===== config.mk =====
export PLATFORM = sky130hd
export DESIGN_NAME = mrts_ctrl
export DESIGN_NICKNAME = d
export VERILOG_FILES = /design/src/hw/rtl/mrts_pkg.sv /design/src/hw/rtl/mrts_ctrl.sv
export SDC_FILE = /design/constraint.sdc
export NUM_CORES = 1
export LEC_CHECK = 0
export ABC_AREA = 1
export ABC_CLOCK_PERIOD_IN_PS = 1400
export BUFFER_PORTS_ARGS = -buffer_cell sky130_fd_sc_hd__buf_2
export CAP_MARGIN = 25
export CORE_ASPECT_RATIO = 0.75
export CORE_UTILIZATION = 51
export DETAILED_ROUTE_END_ITERATION = 7
export GPL_TIMING_DRIVEN = 0
export PLACE_DENSITY_LB_ADDON = 0.3
export SYNTH_ARGS = -nofsm -noshare
export SYNTH_HDL_FRONTEND = slang
export SYNTH_SLANG_ARGS = --single-unit

===== constraint.sdc =====
create_clock -name clk_i -period 1.4 [get_ports clk_i]
set_clock_uncertainty 0.1 [all_clocks]
set_input_delay 0.07 -clock clk_i [delete_from_list [all_inputs] [get_ports clk_i]]
set_output_delay 0.07 -clock clk_i [all_outputs]
set_load 0.01 [all_outputs]

===== src/hw/rtl/mrts_pkg.sv =====
// ----------------------------------------------------------------------------
// mrts_pkg
// Shared types and fixed field widths for the merged rank block.
// ----------------------------------------------------------------------------
package mrts_pkg;

  localparam int unsigned VALUE_IN_BITS = 32;  // width of the value input field
  localparam int unsigned POS_BITS      = 6;   // position field and smaller-count cells
  localparam int unsigned RANK_BITS     = 7;   // rank field

  // controller to datapath
  typedef struct packed {
    logic load;       // input transfer this cycle
    logic clear;      // batch done, counters back to zero
    logic rotate;     // move every stored cell one place towards the head
    logic emit;       // capture the head cell into the output register
    logic final_res;  // captured result is the last of the batch
  } mrts_cmd_t;

  // datapath to controller
  typedef struct packed {
    logic pipe_busy;  // rank count for a loaded cell still in flight
    logic head_seq;   // sequence of the cell at the head
    logic out_stall;  // output register full and not being taken
  } mrts_status_t;

endpackage


===== src/hw/rtl/mrts_ctrl.sv =====
// ----------------------------------------------------------------------------
// mrts_ctrl
// Load / drain / scan sequencer for the merged rank block.
// ----------------------------------------------------------------------------
module mrts_ctrl #(
  parameter int unsigned CAPACITY = 64,
  localparam int unsigned CNT_W = $clog2(CAPACITY + 1),
  localparam int unsigned IDX_W = $clog2(CAPACITY)
) (
  input  logic                  clk_i,
  input  logic                  rst_ni,
  input  logic                  in_valid_i,
  input  logic                  batch_end_i,
  input  logic [CNT_W-1:0]      total_i,
  input  mrts_pkg::mrts_status_t status_i,
  output logic                  in_ready_o,
  output mrts_pkg::mrts_cmd_t   cmd_o
);
  import mrts_pkg::*;

  localparam logic [1:0] ST_LOAD  = 2'd0;
  localparam logic [1:0] ST_DRAIN = 2'd1;
  localparam logic [1:0] ST_SCAN  = 2'd2;

  logic [1:0]       state_q, state_d;
  logic [IDX_W-1:0] step_q, step_d;
  logic             pass_q, pass_d;
  logic [CNT_W-1:0] rem_q, rem_d;
  logic             match;

  assign match = (status_i.head_seq == pass_q);

  always_comb begin
    state_d    = state_q;
    step_d     = step_q;
    pass_d     = pass_q;
    rem_d      = rem_q;
    in_ready_o = 1'b0;
    cmd_o      = '0;
    unique case (state_q)
      ST_LOAD: begin
        in_ready_o = 1'b1;
        if (in_valid_i) begin
          cmd_o.load = 1'b1;
          if (batch_end_i) begin
            state_d = ST_DRAIN;
          end
        end
      end
      ST_DRAIN: begin
        if (!status_i.pipe_busy) begin
          if (total_i == '0) begin
            cmd_o.clear = 1'b1;
            state_d     = ST_LOAD;
          end else begin
            rem_d   = total_i;
            step_d  = '0;
            pass_d  = 1'b0;
            state_d = ST_SCAN;
          end
        end
      end
      ST_SCAN: begin
        if (!(match && status_i.out_stall)) begin
          cmd_o.rotate = 1'b1;
          if (match) begin
            cmd_o.emit      = 1'b1;
            cmd_o.final_res = (rem_q == CNT_W'(1));
            rem_d           = rem_q - CNT_W'(1);
          end
          if (match && rem_q == CNT_W'(1)) begin
            cmd_o.clear = 1'b1;
            state_d     = ST_LOAD;
          end else if (step_q == IDX_W'(total_i - CNT_W'(1))) begin
            // every cell seen once in this pass, go on with sequence B
            step_d = '0;
            pass_d = 1'b1;
          end else begin
            step_d = step_q + IDX_W'(1);
          end
        end
      end
      default: begin
        state_d = ST_LOAD;
      end
    endcase
  end

  always_ff @(posedge clk_i or negedge rst_ni) begin
    if (!rst_ni) begin
      state_q <= ST_LOAD;
      step_q  <= '0;
      pass_q  <= 1'b0;
      rem_q   <= '0;
    end else begin
      state_q <= state_d;
      step_q  <= step_d;
      pass_q  <= pass_d;
      rem_q   <= rem_d;
    end
  end

endmodule


Word-level counts from Yosys, hierarchy flattened
Cells that the tools add are included.
Storage, ports and cells
  register bits after elaboration: 16
  word-level logic and storage cells: 64
Operators by class
  add/subtract/negate cells: 3
  equal/unequal tests: 14
  muxes and demuxes: 34
  reduce and logical (&&, ||, !) cells: 9
Operators with widths (count)
  $mux W6: 5
  $mux W7: 4
  $ne A2 B2 Y1 const B: 9
  $reduce_and A5 Y1: 3
  $mux W2: 7
  $pmux W7 S2: 1
  $pmux W6 S2: 1
  $mux W1: 11
  $eq A7 B1 Y1 const B: 1
  $logic_not A7 Y1: 1
  $sub A7 B1 Y7 const B: 1
  $add A6 B1 Y6 const B: 1
  $eq A6 B6 Y1: 1
  $pmux W2 S3: 1
  $reduce_and A6 Y1: 1
  $sub A6 B1 Y6 const B: 1
  $mux W4: 1
  $pmux W1 S2: 2
  $mux W3: 1
  $eq A2 B1 Y1 const B: 1
  $eq A2 B2 Y1 const B: 1
  $logic_and A1 B1 Y1: 2
  $logic_not A2 Y1: 1
  $reduce_bool A2 Y1: 1
  $eq A1 B1 Y1: 1

Depth between registers and ports, before layout
Gate-level depths: netlist (run 1).
  word-level depth: 6
  mapped depth: 12
  mapped depth without buffers: 12

Worst setup path after synthesis (run 1)
OpenSTA, ideal clock, no wires.
  kind: reg2reg
  from: register state_q[0]
  to: register rem_q[6]
  arrival time: 1.296 ns
  slack: -0.122 ns
  cell stages (with the launch flop): 9
  path buffers: 2
  path through: dfrtp_1 -> inv_1 -> ha_1 -> buf_2 -> inv_2 -> nand2_1 -> a21oi_4 -> buf_6 -> o21ai_0
Between the ends
  word-level cells in the longest chain between the ends: 3
  elaborated cells between the ends (all ways): 9
  classes of those cells: eq/ne: 6; mux: 1; reduce/logical: 2
Ends and longest elaborated chain
  start: declaration: line mrts_ctrl.sv:25  | logic [1:0] state_q, state_d;
  start signal: assignment: line mrts_ctrl.sv:96  | state_q <= state_d;
  $eq A2 B2 Y1 or $eq A2 B1 Y1 (tied branches): line mrts_ctrl.sv:40  | unique case (state_q)
  $ne A2 B2 Y1 (no source line) or $reduce_bool A2 Y1 (tied branches)
  $reduce_and A5 Y1 (no source line)
  end signal: assignment: line mrts_ctrl.sv:99  | rem_q <= rem_d;
  end: declaration: line mrts_ctrl.sv:28  | logic [CNT_W-1:0] rem_q, rem_d;
Parallel ways exist; a longest one is shown, timed or not.
A chain may end at the register's enable or synchronous reset.

==> flow_summary.yaml, run 1 <==
clock_network:
  clk_latency_ns: 0.30
  clkTransAtPathRegs_ns: 0.10
  cts_max_path_buffers: 2
  clock_tree.root_cell: "clkbuf_4"
  clkSinkCount: 16
  cts_tree: "done"
  cts-htree-levels: 1
  numCtsBuffers: 3
run_status:
  outcome: "complete, but fails checks"
  violations: "negative setup slack"
sta:
  slew_violations: 0
  setup_slack_ns: -0.249
  final-hold-violation-count: 0
  tightestPinTransition_ns: 0.422
  rsz0062_at_grt: "true"
  fmax_ghz: 0.606
  finalSetupViolCount: 21
  slew_headroom: 0.717
  finalCriticalPeriod_ns: 1.65
  post-route-period-util: 1.18
global_routing:
  antenna_found_initial: 0
  first_global_vias: 1253
  grt_util_all_layers: 0.273
  grt_remaining_overflow: 0
  grt_pass1_wl_um: 5650
  grt_max_degree: 17
final_layout:
  final_cell_mix: "nand2_1 (57), inv_1 (20), buf_2 (18), dfrtp_1 (15), nand3_1 (14)"
  stdcell_area_mm2: 0.00192
  nets: 266
  final_common_cell: "nand2_1"
  antenna_cells: 0
  areaGrowthSynthToFinish_pct: 39.6
  fillers: 156
  drive_gt1_frac: 0.374
critical_path:
  worstSetupStartpointType: "flip-flop"
  arrival_ns: 1.48
  cp_slowest_cell: "dfrtp_1"
  cp_num_buf_inv: 2
  r2r_cells: 8
  cp_num_cells: 6
  crit_family: "flip-flops"
  cp_data_required_time_ns: 1.23
  setup.worst_path.class: "reg2out"
  r2r_setup_slack_ns: -0.25
  cp_max_fo: 4
  crit_chain: "inv_2 -> ha_4 -> nand4_4 -> nor2_1 -> o21a_1 -> buf_2"
  timing.rr.start: "state_q[0]$_DFFE_PN0P_"
  end_kind: "output port"
  crit_path_max_incr_delay_ns: 0.43
  reg2reg_to: "rem_q[5]$_DFFE_PN0P_"
  startpoint: "state_q[1]$_DFFE_PN0P_"
power:
  switchingPower_mw: 1.55
  vdd_drop_max_v: 0.00130
  comb_power_share: 0.666
  switching_share: 0.463
  intPower_mw: 1.80
  power.density_mw_per_mm2: 1740
  seqPwrFrac: 0.234
  p_leak_nw: 0.979
  p_clk_frac: 0.100
logic_synthesis:
  synthDistinctLibCells: 29
  syn_area_per_cell_um2: 6.89
  ys_ff_latch: 16
  synth-seq-area-share: 0.291
  synth_cells: 200
  syn_area_mm2: 0.00138
  yosysWarnings: 0
  syn-num-nets: 222
route:
  drc: 0
  first_pass_iters: 5
  drt_wl_total_um: 3610
  routed_via_density: 5.11
  avgRoutedWirePerCell_um: 13.0
  drt_iter0_drc: 95
  ant_nets: 0
  vias: 1415
floorplan:
  initial_core_util: 0.569
  die-area_mm2: 0.00292
  coreArea_mm2: 0.00242
  boundaryPins: 20
  die_height_um: 47.0
  rows: 15
  dieWidth_um: 62.0
hold_path:
  hold_path_end: "state_q[0]$_DFFE_PN0P_"
  hp-start: "batch_end_i"
  whs_path_depth: 5
  hold_path.class: "in2reg"
run:
  cap_violations: 0
place:
  dp_slack_ns: -0.181
  dpl_cell_area_mm2: 0.00154
  gp_congestion: 0.907
  port_buffers: 19
  dpl.hpwl_um: 2250
==> metal layers <==
metal / part of all wire / vias to the layer above / global-route usage
met5: 0 / - / 0
met4: 0.012 / 0 / 0.0667
met3: 0.041 / 6 / 0.0634
met2: 0.46 / 39 / 0.440
met1: 0.48 / 652 / 0.371
li1: - / 718 / -
==> tightest hold or removal path, stage by stage <==
cell     delay, ns
buf_2         0.10
nand2_1       0.06
a21oi_2       0.07
nand2_1       0.05
o21ai_0       0.06
==> flip-flops by register name, summed over array words and instances, names as in the netlist <==
| register | cells |
|---|---|
| rem_q | 7 |
| step_q | 6 |
| state_q | 2 |
| pass_q | 1 |
==> cell families after synthesis <==
group                    share of synthesized area
buffers and inverters                       0.0972
XOR/XNOR                                    0.0445
adder cells (fa/ha/maj)                     0.0727
AO/OA/AOI/OAI                               0.0999
flip-flops                                   0.291
AND/OR/NAND/NOR                              0.395
==> timing repair <==
item / 4_1_cts / 5_1_grt
endpoints found under the hold margin: 18 / 0
gates resized for setup: 37 / 14
hold buffers: 3 / 0
buffers inserted: 11 / 6
pin swaps: 10 / 8
gates cloned: 1 / 0
endpoints found under the setup margin: 21 / 22
==> worst max path at each step <==
stage	to
floorplan	rem_q[6]$_DFFE_PN0P_
global placement	pass_q$_DFFE_PN0P_
detailed placement	pass_q$_DFFE_PN0P_
CTS	cmd_o[3]
global route	pass_q$_DFFE_PN0P_
finish	cmd_o[3]
==> layout make-up <==
type / count / area (µm²) / area share
plain buffers: 2 / 16.3 / 0.00846
flip-flops and latches: 16 / 402 / 0.209
well taps: 34 / 42.5 / 0.0221
repair buffers: 40 / 308 / 0.160
inverters: 30 / 115 / 0.0599
multi-input cells: 151 / 1000 / 0.522
clock buffers: 4 / 36.3 / 0.0189
==> synthesized netlist by cell type <==
cell type   n  area (µm²)
o21a_1      1        7.51
nor2_4      3        33.8
a21oi_2     1        8.76
xor2_1      5        43.8
nand3_2     1        10.0
nor2_2      3        18.8
nor3_1      2        10.0
dfrtp_1    16         400
inv_1      27         101
nand2_2     4        25.0
nor3_2      1        10.0
buf_2       2        10.0
nand3b_1    3        22.5
o211ai_1    1        7.51
xnor2_1     2        17.5
a21oi_4     1        16.3
o21ai_0    12        60.1
buf_6       1        11.3
nand3b_2    1        11.3
nor2_1     11        41.3
o211ai_2    1        12.5
ha_1        8         100
nand3_1    16        80.1
nand4_2     1        12.5
a21oi_1     2        10.0
inv_2       3        11.3
nand2_1    67         251
o21ai_1     3        15.0
nand3_4     1        17.5
==> through the flow <==
stage                     TNS [ns]  hold slack [ns]  utilization  std cells  power [mW]
after floorplan             -0.370           -0.326            -        200        1.87
after global placement       -2.16          -0.0806        0.635        253        2.16
after detailed placement     -2.33          -0.0827        0.635        253        2.19
after CTS                    -3.05           0.0518        0.757        271        3.03
after global routing         -5.05           0.0704        0.794        277        3.58
final                        -3.69           0.0515        0.794        277        3.35
==> power by group through the flow <==
stage | clock network (mW) | registers (mW) | logic, mW
5_1_grt | 0.353 | 0.798 | 2.43
4_1_cts | 0.332 | 0.765 | 1.93
6_report | 0.334 | 0.782 | 2.23
2_1_floorplan | 0 | 0.731 | 1.14
3_5_place_dp | 0 | 0.758 | 1.43
3_3_place_gp | 0 | 0.761 | 1.40
(Power assumes the default switching activity.)
==> run 2: changes to the inputs <==
REMOVE_ABC_BUFFERS = 1   (was not set)
==> run 2 against run 1 <==
Compared with the run above: the run still ends with negative setup slack left; non-clock buffer count grew 2; fmax shrank 2.9%; sequential share of layout area grew 0.054 points; cell count grew 0.72%; combinational power grew 2%; sequential cell count is the same; die area is the same; setup slack lost 0.049 ns; total power grew 1.7%; worst hold slack lost 0.0045 ns; core utilization shrank 0.21 points; sequential power grew 0.5%; highest routed layer unchanged.
==> flow_summary.yaml, run 2 (same netlist as run 1, synthesis figures left out) <==
clock_network:
  cts-htree-levels: 1
  clock_tree.root_cell: "clkbuf_4"
  clk_latency_ns: 0.31
  clkTransAtPathRegs_ns: 0.12
  cts_tree: "done"
  cts_max_path_buffers: 2
  numCtsBuffers: 3
  clkSinkCount: 16
global_routing:
  antenna_found_initial: 0
  grt_pass1_wl_um: 5630
  grt_remaining_overflow: 0
  first_global_vias: 1251
  grt_max_degree: 17
  grt_util_all_layers: 0.281
final_layout:
  largest_reg_flops: 7
  areaGrowthSynthToFinish_pct: 39.2
  final_util: 0.792
  drive_gt1_frac: 0.392
  seqCellArea_um2: 402
  top_register: "rem_q"
  fillers: 146
  antenna_cells: 0
  nets: 268
  top_regs: "rem_q: 7 flops, step_q: 6 flops, state_q: 2 flops"
  final_common_cell: "nand2_1"
  multi_input_area_um2: 991
  final_cell_mix: "nand2_1 (55), inv_1 (21), buf_2 (17), dfrtp_1 (15), buf_4 (15)"
  fin_cells: 279
route:
  first_pass_iters: 4
  ant_nets: 0
  routed_via_density: 5.37
  vias: 1497
  avgRoutedWirePerCell_um: 15.1
  drt_iter0_drc: 112
  drc: 0
  drt_wl_total_um: 4200
critical_path:
  end_kind: "output port"
  r2r_setup_slack_ns: -0.27
  setup.worst_path.class: "reg2out"
  cp_data_required_time_ns: 1.23
  crit_path_max_incr_delay_ns: 0.41
  cp_max_fo: 2
  worstSetupStartpointType: "flip-flop"
  crit_chain: "inv_2 -> ha_4 -> nand2_2 -> nand3b_4 -> nor2_4 -> o21a_1 -> buf_2"
  cp_slowest_cell: "dfrtp_1"
  arrival_ns: 1.53
sta:
  fmax_ghz: 0.589
  finalSetupViolCount: 22
  tightestPinTransition_ns: 0.420
  setup_slack_ns: -0.298
  post-route-period-util: 1.21
  final-hold-violation-count: 0
  rsz0062_at_grt: "true"
  slew_violations: 0
  finalSetupTns_ns: -4.20
  slew_headroom: 0.720
  finalCriticalPeriod_ns: 1.70
place:
  dpl.hpwl_um: 2010
  port_buffers: 19
  gp_congestion: 0.784
  placed_cells: 250
  dp_slack_ns: -0.700
floorplan:
  dieWidth_um: 62.0
  coreArea_mm2: 0.00242
  die-area_mm2: 0.00292
  rows: 15
  die_height_um: 47.0
  boundaryPins: 20
  initial_core_util: 0.569
run:
  cap_violations: 0
run_status:
  outcome: "complete, but fails checks"
  violations: "negative setup slack"
power:
  vdd_drop_max_v: 0.00123
  comb_power_share: 0.668
  p_clk_frac: 0.101
  power.density_mw_per_mm2: 1770
  p_leak_nw: 0.980
  intPower_mw: 1.81
  power_mw: 3.40
  switching_share: 0.467
  switchingPower_mw: 1.59
  seqPwrFrac: 0.231
hold_path:
  hold_path.class: "in2reg"
[run 2: timing repair]
item                       in CTS  in global routing
hold buffers                    3                  0
buffers inserted               14                  8
gates resized for setup        36                 18
setup endpoints to repair      21                 22
pin swaps                       9                  9
hold endpoints to repair       18                  0
[run 2: path summary, 6_finish.rpt]
check,startpoint,to,cells past startpoint
setup reg to reg,state_q[1]$_DFFE_PN0P_,rem_q[5]$_DFFE_PN0P_,8
hold reg to reg,rem_q[3]$_DFFE_PN0P_,rem_q[3]$_DFFE_PN0P_,2
hold / removal,batch_end_i,state_q[0]$_DFFE_PN0P_,5
setup / recovery,rem_q[1]$_DFFE_PN0P_,cmd_o[3],7
min in group asynchronous,rst_ni,step_q[3]$_DFFE_PN0P_,2
max in group asynchronous,rst_ni,rem_q[0]$_DFFE_PN0P_,2
[run 2: power groups by stage]
| stage | logic, mW | registers [mW] | clock network (mW) |
|---|---|---|---|
| 2_1_floorplan | 1.05 | 0.726 | 0 |
| 3_3_place_gp | 1.31 | 0.755 | 0 |
| 3_5_place_dp | 1.31 | 0.756 | 0 |
| 4_1_cts | 1.83 | 0.768 | 0.330 |
| 5_1_grt | 2.45 | 0.802 | 0.367 |
| 6_report | 2.27 | 0.786 | 0.344 |
[run 2: layout make-up]
cell class / instances / area share
multi-input combinational: 151 / 0.517
sequential: 16 / 0.209
timing repair buffer: 44 / 0.172
inverter: 30 / 0.0613
tap: 34 / 0.0222
clock buffer: 4 / 0.0189
[run 2: per-stage QoR]
stage	instance area [µm²]	hold slack, ns
after floorplan	1360	-0.326
after global placement	1490	-0.0793
after detailed placement	1490	-0.0780
after CTS	1810	0.0524
after global routing	1920	0.0856
final	1920	0.0470
[run 2: per-layer routing]
metal  part of all wire  track usage  vias to the layer above  wire length [µm]
li1                   -            -                      721                 -
met1               0.42        0.351                      679              1770
met2               0.46        0.470                       74              1920
met3              0.067       0.0771                       23               281
met4              0.055        0.102                        0               231
met5                  0            0                        -                 0
[run 2: worst max-delay path: cells and delay by family, from the launching register on]
family          cells  cell delay, ns
flops               1            0.41
simple gates        3            0.34
buf+inv             2            0.20
fa+ha+maj           1            0.14
compound gates      1            0.12
==> run 3: changes to the inputs <==
CORE_ASPECT_RATIO = 0.6   (was 0.75)
==> run 3 against run 2 <==
Compared with the run above: the flow still finishes with violations (negative setup slack); core utilization fell by 6.3 points; critical path depth did not move; cell count fell by 3.9%; clock-buffer cell count did not move; global-route usage fell by 4.7 points; register-to-register slack improved by 0.06 ns; combinational power fell by 11%.
==> flow_summary.yaml, run 3 (same netlist as run 1, synthesis figures left out) <==
global_routing:
  antenna_found_initial: 0
  grt_pass1_wl_um: 5380
  first_global_vias: 1208
  grt_remaining_overflow: 0
  grt_util_all_layers: 0.234
  grt_max_degree: 17
final_layout:
  drive_gt1_frac: 0.347
  areaGrowthSynthToFinish_pct: 34.5
  final_common_cell: "nand2_1"
  top_regs: "rem_q: 7 flops, step_q: 6 flops, state_q: 2 flops"
  fillers: 187
  antenna_cells: 0
  final_cell_mix: "nand2_1 (59), inv_1 (22), buf_2 (17), nand3_1 (15), dfrtp_1 (15)"
  largest_reg_flops: 7
  fin_cells: 268
  top_register: "rem_q"
  nets: 259
sta:
  fmax_ghz: 0.614
  rsz0062_at_grt: "true"
  post-route-period-util: 1.16
  tightestPinTransition_ns: 0.382
  final-hold-violation-count: 0
  slew_headroom: 0.745
  setup_slack_ns: -0.230
  finalCriticalPeriod_ns: 1.63
  finalSetupTns_ns: -3.42
  slew_violations: 0
  finalSetupViolCount: 21
clock_network:
  numCtsBuffers: 3
  clock_tree.root_cell: "clkbuf_8"
  cts_tree: "done"
  clkSinkCount: 16
  clk_latency_ns: 0.25
  clkTransAtPathRegs_ns: 0.07
  cts_max_path_buffers: 2
  cts-htree-levels: 1
critical_path:
  crit_family: "flip-flops"
  end_kind: "output port"
  cp_slowest_cell: "dfrtp_1"
  arrival_ns: 1.46
  cp_data_required_time_ns: 1.23
  worstSetupStartpointType: "flip-flop"
  crit_chain: "inv_2 -> ha_4 -> nand2_1 -> nand3b_4 -> nor2_4 -> o21a_1 -> buf_2"
  cp_num_buf_inv: 2
  crit_path_max_incr_delay_ns: 0.40
  cp_max_fo: 3
  setup.worst_path.class: "reg2out"
route:
  routed_via_density: 5.09
  drt_wl_total_um: 3280
  wl_met2_um: 1480
  drc: 0
  vias: 1364
  wl_met3_um: 158
  wirelength_met1_um: 1620
  ant_nets: 0
  first_pass_iters: 4
  drt_iter0_drc: 106
  highest_layer: "met4"
  avgRoutedWirePerCell_um: 12.2
run_status:
  violations: "negative setup slack"
  outcome: "complete, but fails checks"
floorplan:
  die-area_mm2: 0.00292
  initial_core_util: 0.542
  rows: 14
  die_height_um: 42.3
  boundaryPins: 20
  coreArea_mm2: 0.00254
  dieWidth_um: 69.1
hold_path:
  hold_path.class: "in2reg"
power:
  p_leak_nw: 0.939
  power_mw: 3.23
  power.density_mw_per_mm2: 1740
  vdd_drop_max_v: 0.00101
place:
  placed_cells: 248
  dpl.hpwl_um: 2190
  gp_congestion: 0.849
  port_buffers: 19
run:
  cap_violations: 0
run 3: repair_timing:
item / in CTS / in global routing
endpoints found under the setup margin: 20 / 22
gates resized for setup: 27 / 20
setup buffers: 11 / 5
hold buffers: 1 / 0
hold endpoints to repair: 16 / 0
pin swaps: 6 / 8
run 3: report_power, final:
group	internal (mW)	switching, mW	total [mW]
registers	0.626	0.163	0.789
clock network	0.250	0.173	0.423
logic	0.899	1.12	2.02
total	1.77	1.46	3.23
run 3: area by class of cell:
| cell class | count | area [µm²] | share of cell area |
|---|---|---|---|
| Multi-Input combinational cell | 151 | 986 | 0.532 |
| Sequential cell | 16 | 402 | 0.217 |
| Timing Repair Buffer | 35 | 253 | 0.136 |
| Inverter | 30 | 118 | 0.0635 |
| Clock buffer | 4 | 55.1 | 0.0297 |
| Tap cell | 32 | 40.0 | 0.0216 |
run 3: worst paths after layout:
path                                        start                    to  slack (ns)  cells after the start
max                          rem_q[1]$_DFFE_PN0P_              cmd_o[3]       -0.23                      7
min                                    total_i[5]  rem_q[5]$_DFFE_PN0P_       0.008                      3
max reg2reg                state_q[0]$_DFFE_PN0P_  rem_q[5]$_DFFE_PN0P_       -0.21                      9
min reg2reg                  rem_q[5]$_DFFE_PN0P_  rem_q[5]$_DFFE_PN0P_        0.42                      2
max in group asynchronous                  rst_ni  rem_q[0]$_DFFE_PN0P_        0.74                      2
min in group asynchronous                  rst_ni  rem_q[5]$_DFFE_PN0P_        0.16                      2
run 3: metrics by stage:
stage | utilization | setup slack, ns | hold WS, ns | instance area [µm²]
global route | 0.730 | -0.293 | 0.0374 | 1850
CTS | 0.690 | -0.190 | 0.00920 | 1750
detailed placement | 0.587 | -0.743 | -0.0872 | 1490
finish | 0.730 | -0.230 | 0.00753 | 1850
global placement | 0.587 | -0.730 | -0.0864 | 1490
floorplan | - | -0.402 | -0.326 | 1360
run 3: worst reg2reg max path: cells and delay by family (launching register included):
family,cells,cell delay (ns)
AOI/OAI and AO/OA,1,0.21
adders and majority gates,1,0.22
buffers and inverters,2,0.21
DFF,1,0.42
and+or+nand+nor,5,0.35
run 3: per-layer routing:
layer  up-vias  track usage
met5         -            0
met4         0       0.0612
met3         2       0.0769
met2        37        0.346
met1       619        0.330
li1        706            -
